[src/sv/dwa_pkg.sv]
`timescale 1ns / 1ps
`default_nettype none

package dwa_pkg;

    // Field widths
    localparam int DATA_W      = 32;
    localparam int OP_W        = 3;
    localparam int STATUS_W    = 2;
    localparam int COUNT_OUT_W = 7;

    // Operation codes
    localparam logic [OP_W-1:0] OP_PUSH_FRONT = 3'd0;
    localparam logic [OP_W-1:0] OP_PUSH_BACK  = 3'd1;
    localparam logic [OP_W-1:0] OP_DUMP_FRONT = 3'd2;
    localparam logic [OP_W-1:0] OP_DUMP_BACK  = 3'd3;
    localparam logic [OP_W-1:0] OP_AVERAGE    = 3'd4;

    // Status codes
    localparam logic [STATUS_W-1:0] ST_OK    = 2'd0;
    localparam logic [STATUS_W-1:0] ST_FULL  = 2'd1;
    localparam logic [STATUS_W-1:0] ST_EMPTY = 2'd2;

    typedef struct packed {
        logic [OP_W-1:0]          operation;
        logic signed [DATA_W-1:0] data_value;
    } t_in_item;

    typedef struct packed {
        logic signed [DATA_W-1:0] result_value;
        logic [STATUS_W-1:0]      status;
        logic                     last_flag;
        logic [COUNT_OUT_W-1:0]   entry_count;
    } t_out_item;

endpackage

`default_nettype wire

[src/sv/deque_with_average.sv]
// Push, refused push, empty dump/average: item accepted, result in the output register next cycle.
// Dump: one result per cycle after acceptance while the output is free, read over the store read port.
// Average: sums the entries over the store read port, then divides in the one-bit-per-cycle divider
// with a SUM_W-bit dividend (32 + count width, 39 at DEPTH 64), then writes the mean back.
// One item at a time; a new item is accepted once the sequencer is idle and the output is free.
// Synchronous active-low reset clears pointer, count, sequencer and output valid; store undefined.
`timescale 1ns / 1ps
`default_nettype none

module deque_with_average #(
    parameter int DEPTH = 64
) (
    input  wire logic              i_clk,
    input  wire logic              i_rst_n,
    input  wire logic              i_valid,
    output logic                   o_stall,
    input  wire dwa_pkg::t_in_item i_item,
    output logic                   o_valid,
    input  wire logic              i_stall,
    output dwa_pkg::t_out_item     o_item
);

    localparam int PW    = $clog2(DEPTH);
    localparam int CW    = $clog2(DEPTH + 1);
    localparam int SW    = CW + 1;
    localparam int SUM_W = dwa_pkg::DATA_W + CW;

    localparam logic [1:0] S_IDLE = 2'd0;
    localparam logic [1:0] S_DUMP = 2'd1;
    localparam logic [1:0] S_SUM  = 2'd2;
    localparam logic [1:0] S_DIV  = 2'd3;

    logic [1:0]               r_state, n_state;
    logic [PW-1:0]            r_front, n_front;
    logic [CW-1:0]            r_count, n_count;
    logic [PW-1:0]            r_addr, n_addr;
    logic [CW-1:0]            r_idx, n_idx;
    logic                     r_dir, n_dir;
    logic signed [SUM_W-1:0]  r_acc, n_acc;
    logic                     r_out_valid, n_out_valid;
    dwa_pkg::t_out_item       r_out, n_out;

    logic                          w_we;
    logic [PW-1:0]                 w_waddr;
    logic [dwa_pkg::DATA_W-1:0]    w_wdata;
    logic [dwa_pkg::DATA_W-1:0]    w_rdata;
    logic                          w_div_start;
    logic                          w_div_busy;
    logic [dwa_pkg::DATA_W-1:0]    w_quotient;
    logic                          w_out_free;
    logic                          w_accept;
    logic                          w_full;
    logic                          w_last_idx;
    logic [PW-1:0]                 w_front_dec;
    logic [SW-1:0]                 w_back_sum;
    logic [SW-1:0]                 w_last_sum;
    logic [PW-1:0]                 w_back_slot;
    logic [PW-1:0]                 w_last_slot;
    logic [PW-1:0]                 w_addr_fwd;
    logic [PW-1:0]                 w_addr_bwd;
    logic [CW-1:0]                 w_count_inc;

    // Handshake
    assign w_out_free = !r_out_valid || !i_stall;
    assign o_stall    = !((r_state == S_IDLE) && w_out_free);
    assign w_accept   = i_valid && !o_stall;
    assign o_valid    = r_out_valid;
    assign o_item     = r_out;

    // Ring pointer arithmetic
    assign w_full      = (r_count == CW'(DEPTH));
    assign w_last_idx  = (r_idx == r_count - CW'(1));
    assign w_count_inc = r_count + CW'(1);
    assign w_front_dec = (r_front == '0) ? PW'(DEPTH - 1) : r_front - PW'(1);
    assign w_back_sum  = SW'(r_front) + SW'(r_count);
    assign w_last_sum  = w_back_sum - SW'(1);
    assign w_back_slot = (w_back_sum >= SW'(DEPTH)) ? PW'(w_back_sum - SW'(DEPTH))
                                                    : PW'(w_back_sum);
    assign w_last_slot = (w_last_sum >= SW'(DEPTH)) ? PW'(w_last_sum - SW'(DEPTH))
                                                    : PW'(w_last_sum);
    assign w_addr_fwd  = (r_addr == PW'(DEPTH - 1)) ? '0 : r_addr + PW'(1);
    assign w_addr_bwd  = (r_addr == '0) ? PW'(DEPTH - 1) : r_addr - PW'(1);

    // Sequencer
    always_comb begin
        n_state     = r_state;
        n_front     = r_front;
        n_count     = r_count;
        n_addr      = r_addr;
        n_idx       = r_idx;
        n_dir       = r_dir;
        n_acc       = r_acc;
        n_out_valid = r_out_valid && i_stall;
        n_out       = r_out;
        w_we        = 1'b0;
        w_waddr     = r_front;
        w_wdata     = i_item.data_value;
        w_div_start = 1'b0;

        case (r_state)
            S_IDLE: begin
                if (w_accept) begin
                    case (i_item.operation)
                        dwa_pkg::OP_PUSH_FRONT, dwa_pkg::OP_PUSH_BACK: begin
                            n_out_valid = 1'b1;
                            if (w_full) begin
                                n_out = '{result_value: '0, status: dwa_pkg::ST_FULL,
                                          last_flag: 1'b1,
                                          entry_count: dwa_pkg::COUNT_OUT_W'(r_count)};
                            end else begin
                                w_we = 1'b1;
                                if (i_item.operation == dwa_pkg::OP_PUSH_FRONT) begin
                                    w_waddr = w_front_dec;
                                    n_front = w_front_dec;
                                end else begin
                                    w_waddr = w_back_slot;
                                end
                                n_count = w_count_inc;
                                n_out = '{result_value: '0, status: dwa_pkg::ST_OK,
                                          last_flag: 1'b1,
                                          entry_count: dwa_pkg::COUNT_OUT_W'(w_count_inc)};
                            end
                        end
                        dwa_pkg::OP_DUMP_FRONT, dwa_pkg::OP_DUMP_BACK,
                        dwa_pkg::OP_AVERAGE: begin
                            if (r_count == '0) begin
                                n_out_valid = 1'b1;
                                n_out = '{result_value: '0, status: dwa_pkg::ST_EMPTY,
                                          last_flag: 1'b1, entry_count: '0};
                            end else if (i_item.operation == dwa_pkg::OP_AVERAGE) begin
                                n_state = S_SUM;
                                n_addr  = r_front;
                                n_idx   = '0;
                                n_acc   = '0;
                            end else begin
                                n_state = S_DUMP;
                                n_dir   = (i_item.operation == dwa_pkg::OP_DUMP_BACK);
                                n_addr  = (i_item.operation == dwa_pkg::OP_DUMP_BACK)
                                          ? w_last_slot : r_front;
                                n_idx   = '0;
                            end
                        end
                        default: begin
                        end
                    endcase
                end
            end
            // One stored entry per free output slot
            S_DUMP: begin
                if (w_out_free) begin
                    n_out_valid = 1'b1;
                    n_out = '{result_value: w_rdata, status: dwa_pkg::ST_OK,
                              last_flag: w_last_idx,
                              entry_count: dwa_pkg::COUNT_OUT_W'(r_count)};
                    n_addr = r_dir ? w_addr_bwd : w_addr_fwd;
                    n_idx  = r_idx + CW'(1);
                    if (w_last_idx) begin
                        n_state = S_IDLE;
                    end
                end
            end
            // Accumulate one entry per cycle, then start the divider
            S_SUM: begin
                n_acc  = r_acc + {{(SUM_W - dwa_pkg::DATA_W){w_rdata[dwa_pkg::DATA_W-1]}},
                                  w_rdata};
                n_addr = w_addr_fwd;
                n_idx  = r_idx + CW'(1);
                if (w_last_idx) begin
                    w_div_start = 1'b1;
                    n_state     = S_DIV;
                end
            end
            // Write the mean over the front entry and report it
            S_DIV: begin
                if (!w_div_busy && w_out_free) begin
                    w_we        = 1'b1;
                    w_waddr     = r_front;
                    w_wdata     = w_quotient;
                    n_out_valid = 1'b1;
                    n_out = '{result_value: w_quotient, status: dwa_pkg::ST_OK,
                              last_flag: 1'b1,
                              entry_count: dwa_pkg::COUNT_OUT_W'(r_count)};
                    n_state = S_IDLE;
                end
            end
            default: begin
                n_state = S_IDLE;
            end
        endcase
    end

    // Control registers
    always_ff @(posedge i_clk) begin
        if (!i_rst_n) begin
            r_state     <= S_IDLE;
            r_front     <= '0;
            r_count     <= '0;
            r_out_valid <= 1'b0;
        end else begin
            r_state     <= n_state;
            r_front     <= n_front;
            r_count     <= n_count;
            r_out_valid <= n_out_valid;
        end
    end

    // Payload registers
    always_ff @(posedge i_clk) begin
        r_addr <= n_addr;
        r_idx  <= n_idx;
        r_dir  <= n_dir;
        r_acc  <= n_acc;
        r_out  <= n_out;
    end

    // Entry store; read address is the next walk position so data lines up with r_addr
    dwa_ram #(
        .WIDTH (dwa_pkg::DATA_W),
        .DEPTH (DEPTH)
    ) u_ram (
        .i_clk   (i_clk),
        .i_we    (w_we),
        .i_waddr (w_waddr),
        .i_wdata (w_wdata),
        .i_raddr (n_addr),
        .o_rdata (w_rdata)
    );

    // Divider for the average
    dwa_div #(
        .DIVIDEND_W (SUM_W),
        .DIVISOR_W  (CW)
    ) u_div (
        .i_clk      (i_clk),
        .i_rst_n    (i_rst_n),
        .i_start    (w_div_start),
        .i_dividend (n_acc),
        .i_divisor  (r_count),
        .o_busy     (w_div_busy),
        .o_quotient (w_quotient)
    );

`ifndef SYNTHESIS
    a_full_means_full: assert property (@(posedge i_clk) disable iff (!i_rst_n)
        (r_out_valid && r_out.status == dwa_pkg::ST_FULL)
        |-> (r_out.entry_count == dwa_pkg::COUNT_OUT_W'(DEPTH)))
        else $error("full status reported with free slots");

    a_push_grows: assert property (@(posedge i_clk) disable iff (!i_rst_n)
        (w_accept && !w_full && (i_item.operation == dwa_pkg::OP_PUSH_FRONT
                              || i_item.operation == dwa_pkg::OP_PUSH_BACK))
        |=> (r_count == $past(r_count) + CW'(1)))
        else $error("accepted push did not grow the count");

    a_walk_keeps_count: assert property (@(posedge i_clk) disable iff (!i_rst_n)
        (r_state != S_IDLE) |=> $stable(r_count))
        else $error("count changed during a walk");

    a_walk_in_range: assert property (@(posedge i_clk) disable iff (!i_rst_n)
        (r_state == S_DUMP || r_state == S_SUM) |-> (r_idx < r_count))
        else $error("walk index past stored entries");
`endif

endmodule

`default_nettype wire

[src/sv/dwa_ram.sv]
`timescale 1ns / 1ps
`default_nettype none

module dwa_ram #(
    parameter int WIDTH = 32,
    parameter int DEPTH = 64
) (
    input  wire logic                     i_clk,
    input  wire logic                     i_we,
    input  wire logic [$clog2(DEPTH)-1:0] i_waddr,
    input  wire logic [WIDTH-1:0]         i_wdata,
    input  wire logic [$clog2(DEPTH)-1:0] i_raddr,
    output logic [WIDTH-1:0]              o_rdata
);

    logic [WIDTH-1:0] r_mem [DEPTH];
    logic [WIDTH-1:0] r_rdata;

    // One write port, one registered read port
    always_ff @(posedge i_clk) begin
        if (i_we) begin
            r_mem[i_waddr] <= i_wdata;
        end
        r_rdata <= r_mem[i_raddr];
    end

    assign o_rdata = r_rdata;

endmodule

`default_nettype wire

[src/sv/dwa_div.sv]
`timescale 1ns / 1ps
`default_nettype none

// Signed-by-unsigned restoring divider, one quotient bit per cycle.
// Quotient truncates toward zero; its low word is presented.
module dwa_div #(
    parameter int DIVIDEND_W = 39,
    parameter int DIVISOR_W  = 7
) (
    input  wire logic                          i_clk,
    input  wire logic                          i_rst_n,
    input  wire logic                          i_start,
    input  wire logic signed [DIVIDEND_W-1:0]  i_dividend,
    input  wire logic [DIVISOR_W-1:0]          i_divisor,
    output logic                               o_busy,
    output logic [dwa_pkg::DATA_W-1:0]         o_quotient
);

    localparam int CNT_W = $clog2(DIVIDEND_W + 1);

    logic                   r_busy;
    logic [CNT_W-1:0]       r_cnt;
    logic                   r_neg;
    logic [DIVIDEND_W-1:0]  r_quo;
    logic [DIVISOR_W-1:0]   r_rem;
    logic [DIVISOR_W-1:0]   r_dvs;

    logic [DIVIDEND_W-1:0]  w_dvd_u;
    logic [DIVIDEND_W-1:0]  w_mag;
    logic [DIVISOR_W:0]     w_shift;
    logic [DIVISOR_W:0]     w_diff;
    logic                   w_ge;
    logic [DIVIDEND_W-1:0]  w_quo_neg;

    // Magnitude of the dividend
    assign w_dvd_u = i_dividend;
    assign w_mag   = i_dividend[DIVIDEND_W-1] ? (~w_dvd_u + DIVIDEND_W'(1)) : w_dvd_u;

    // One restoring step
    assign w_shift = {r_rem, r_quo[DIVIDEND_W-1]};
    assign w_diff  = w_shift - {1'b0, r_dvs};
    assign w_ge    = (w_shift >= {1'b0, r_dvs});

    // Control
    always_ff @(posedge i_clk) begin
        if (!i_rst_n) begin
            r_busy <= 1'b0;
            r_cnt  <= '0;
        end else if (i_start) begin
            r_busy <= 1'b1;
            r_cnt  <= CNT_W'(DIVIDEND_W);
        end else if (r_busy) begin
            r_cnt <= r_cnt - CNT_W'(1);
            if (r_cnt == CNT_W'(1)) begin
                r_busy <= 1'b0;
            end
        end
    end

    // Datapath
    always_ff @(posedge i_clk) begin
        if (i_start) begin
            r_neg <= i_dividend[DIVIDEND_W-1];
            r_quo <= w_mag;
            r_rem <= '0;
            r_dvs <= i_divisor;
        end else if (r_busy) begin
            r_quo <= {r_quo[DIVIDEND_W-2:0], w_ge};
            r_rem <= w_ge ? w_diff[DIVISOR_W-1:0] : w_shift[DIVISOR_W-1:0];
        end
    end

    // Restore sign
    assign w_quo_neg  = ~r_quo + DIVIDEND_W'(1);
    assign o_quotient = r_neg ? w_quo_neg[dwa_pkg::DATA_W-1:0] : r_quo[dwa_pkg::DATA_W-1:0];
    assign o_busy     = r_busy;

endmodule

`default_nettype wire
[config.mk]
export PLATFORM = sky130hd
export DESIGN_NAME = deque_with_average
export DESIGN_NICKNAME = d
export VERILOG_FILES = /design/src/sv/dwa_pkg.sv /design/src/sv/deque_with_average.sv /design/src/sv/dwa_ram.sv /design/src/sv/dwa_div.sv
export SDC_FILE = /design/constraint.sdc
export NUM_CORES = 2
export LEC_CHECK = 0
export ABC_AREA = 1
export BUFFER_PORTS_ARGS = -buffer_cell sky130_fd_sc_hd__buf_2
export CAP_MARGIN = 20
export CORE_UTILIZATION = 55
export CTS_CLUSTER_DIAMETER = 150
export DETAILED_ROUTE_END_ITERATION = 16
export PLACE_DENSITY_LB_ADDON = 0.3
export SYNTH_ARGS = -nofsm -noshare
export SYNTH_HDL_FRONTEND = slang
export SYNTH_SLANG_ARGS = --single-unit
[constraint.sdc]
create_clock -name i_clk -period 9.1 [get_ports i_clk]
set_clock_uncertainty 0.1 [all_clocks]
set_input_delay 0.455 -clock i_clk [delete_from_list [all_inputs] [get_ports i_clk]]
set_output_delay 0.455 -clock i_clk [all_outputs]
set_load 0.05 [all_outputs]
==> results.md <==
- Status: complete, no violations
- Final nets: 9438
- First-pass GRT wire length: 438000 um
- Die H: 428 um
- Vias in the first global route: 65500
- Tmin final: 5.97 ns
- P&R area growth vs syn: 10.7%
- DP HPWL: 179000 um
- Number of flops mapped to enable cells by yosys: 2145
- Synth Net Count: 9488
- Deepest clock path buffer count: 3
- GRT Total Usage: 0.330
- Slowest-stage cell, CP: inv_8
- Clock power share: 0.210
- Mux contribution to synthesized area: 0.000100
- DRT antenna net count: 0
- Post-DR wirelength/cell: 25.6 um
- Worst Hold Class: in -> reg
- Root Buffer: clkbuf_16
- Largest net degree at the start of global routing: 218
- Site row count: 155
- Power per cell area: 399 nW/um^2
- Net Sw Frac: 0.478
- FF-to-FF Start: r_count[0]
- RSZ-0062 raised after global routing: no
- CP Capture Type: register
- FF-to-FF End: u_ram.o_rdata[9]
- CORE AREA: 179000 um^2
- Count of cell types in the netlist: 50
- Max-cap violation count: 0
- Final WS setup: 3.13 ns
- Post-cts resize count: 0
- Crit Path Category: reg -> reg
- Starting Density: 0.556
- First-pass DRT Iterations: 6
- Vias: 70600
- Hold_ws: 0.127 ns
- Sequential fraction of the synthesis area: 0.668
- Num CTS Buffers: 220
- Static Leak: 42.9 nW
- Maximum VDD drop: 0.620 mV
- Sequential Power Share: 0.287
- Most common cell in the synthesized netlist: nand2_1
- R2R depth: 22
- Synth area leaders: edfxtp_1 65%, nand2_1 10%, nand3_1 6.5%
- GRT overflow: 0
- Die area: 183000 um^2
- Gate power share: 0.504
- Dpl ws: 3.42 ns
- #FFs+latches synth: 2252
- Slew HR: 0.128
- Worst slew pin tran: 1.31 ns
- I/O Pins: 83
- Worst path most repeated cell: nand2_1
- CP Launch Type: register
- Post-Synth Simple-Gate Area: 0.190
- Final setup fails: 0
- Compound-Gate Fraction of Synth Area: 0.0554
- HP Start: i_item[33]
- Endpoint, Worst Hold: o_item[9]
- Period utilization: 0.656
- Crit path max fanout: 117
- DRC: 0
- P_sw: 21.0 mW
- Adder-cell share of the synthesized area: 0.00902
- Initial antenna violation count: 13
- Routability Congestion: 0.944
- Fin. Hold Viols: 0
- Largest stage delay, worst path: 0.76 ns
- Post-synth top area cell: edfxtp_1
- TritonCTS Sinks: 2252
- Asr flop ratio synth: 0
- Syn Inst Count: 9379
- Int Pwr: 23.0 mW
- XOR/XNOR Fraction of Synth Area: 0.00774
- WP data arrival: 6.67 ns
- Inserted Diodes: 0
- Synth Flop Type: edfxtp_1
- 1st-iter DRT viols: 10200
- Crit-path cells: inv_1 > ha_1 > nand2_2 > nor2_4 > nand2_4 > nand3_4 > nand2_2 > nand2_4 > nor2_8 > nand2_1 > nand2_4 > nand2_8 > inv_8 > buf_4 > nand2_1 > nand2_1 > nand2_1 > nand3_1 > nand3_1 > nand3_1 > nand3_1 > nand2_1
- Number of port buffers: 82
- Data required time of the worst path: 9.80 ns
- Total Power: 44.0 mW
- TritonCTS clock tree: built
- Setup TNS: 0 ns
- Synth top area share: 0.647
- Max Slew Vio Count: 0
- Synth warnings: 0
- Hold depth: 3
- Worst-path clk slew: 0.06 ns
- Vias per cell: 5.94
- Worst R2R Setup Slack: 3.13 ns
- Layout cells sized above 1: 0.0722
- Wirelength, routed: 304000 um
- Largest family of logic cells by synthesized area: simple AND/OR/NAND/NOR gates
- WP depth: 22
- Clk_lat worst skew: 0.90 ns
- Crit path buf inv count: 3
- Family with the most delay on the worst path: simple AND/OR/NAND/NOR gates
- Fmax: 167 MHz
- Avg Inst Size Synth: 10.6 um^2
- Top cells by count, synth: 2778 x nand2_1, 2145 x edfxtp_1, 1289 x nand3_1, 1133 x inv_1, 455 x o211ai_1
- H-Tree Level Count: 4
- Die width: 428 um
- Mapped Area: 99600 um^2
- Fillers: 14100
metrics by stage:
stage / util / instances / area [um^2]
floorplan: - / 9379 / 99600
global placement: 0.569 / 11400 / 102000
detailed placement: 0.574 / 11500 / 103000
CTS: 0.615 / 11900 / 110000
global route: 0.615 / 11900 / 110000
finish: 0.615 / 11900 / 110000
state kept, by name, summed over array words and instances, names as in the netlist:
name,count
u_ram.o_rdata,32
u_ram.r_mem,2048
o_item,42
o_valid,1
r_dir,1
r_state,2
u_div.r_cnt,6
u_div.r_dvs,7
r_count,7
r_front,6
u_div.o_busy,1
u_div.r_neg,1
r_acc,39
r_idx,7
u_div.r_rem,7
u_div.r_quo,39
r_addr,6
layout make-up:
| cell class | count | area [um^2] | share of cell area |
|---|---|---|---|
| clock buffers | 275 | 5840 | 0.0529 |
| clock inverters | 141 | 1430 | 0.0129 |
| inverters | 1147 | 4340 | 0.0393 |
| multi-input cells | 5486 | 26900 | 0.244 |
| flip-flops and latches | 2252 | 66600 | 0.604 |
| well taps | 2355 | 2950 | 0.0267 |
| repair buffers | 222 | 2280 | 0.0207 |
layout by cell type (no fill, tap or decap), drive strengths merged, types with 19 or more instances in the layout:
cell type / netlist / final
o21ai: 215 / 215
clkinv: 5 / 104
edfxtp: 2145 / 2145
nand2: 2788 / 2788
nand4: 19 / 19
nor3: 24 / 24
inv: 1142 / 1152
dfxtp: 107 / 107
a21oi: 143 / 143
ha: 67 / 67
o211ai: 455 / 455
xor2: 71 / 71
buf: 363 / 217
bufinv: 0 / 25
clkbuf: 131 / 275
nor2: 264 / 264
nand3: 1290 / 1290
nand3b: 77 / 77
power groups by stage:
stage / logic (mW) / clock network (mW) / registers, mW
after global routing: 23.7 / 9.66 / 12.6
after global placement: 21.2 / 0 / 12.8
after floorplan: 14.5 / 0 / 12.8
final: 22.2 / 9.23 / 12.6
after detailed placement: 21.5 / 0 / 12.8
after CTS: 21.6 / 9.27 / 12.6
repair_timing:
action                                 CTS  global route
setup buffers                            0             0
hold buffers                             5             0
endpoints found under the hold margin   24             0
metal layers:
layer,up-vias,share of wire,GRT usage
met2,4245,0.43,0.488
li1,31800,-,-
met1,33800,0.37,0.438
met3,703,0.13,0.0962
met5,-,0.000089,0
met4,4,0.064,0.188
worst max-delay path by stage:
| stage | slack (ns) | start | to |
|---|---|---|---|
| 3_5_place_dp | 3.42 | r_count[0] | u_ram.o_rdata[9] |
| 4_1_cts | 3.39 | r_count[0] | u_ram.o_rdata[17] |
| 6_report | 3.13 | r_count[0] | u_ram.o_rdata[9] |
| 5_1_grt | 3.00 | r_count[0] | u_ram.o_rdata[9] |
| 3_3_place_gp | 3.50 | r_count[0] | u_ram.o_rdata[9] |
| 2_1_floorplan | 0.43 | r_state[0] | o_item[0] |
kinds of logic after synthesis:
family,Yosys count
mux,1
flops,2252
simple gates,4475
compound gates,852
fa+ha+maj,70
buf+inv,1641
xor+xnor,88
tightest hold or removal path, stage by stage:
cell and delay, ns:
buf_2 0.12, nor2_1 0.10, nor3_1 0.27
(Power assumes the default switching activity.)
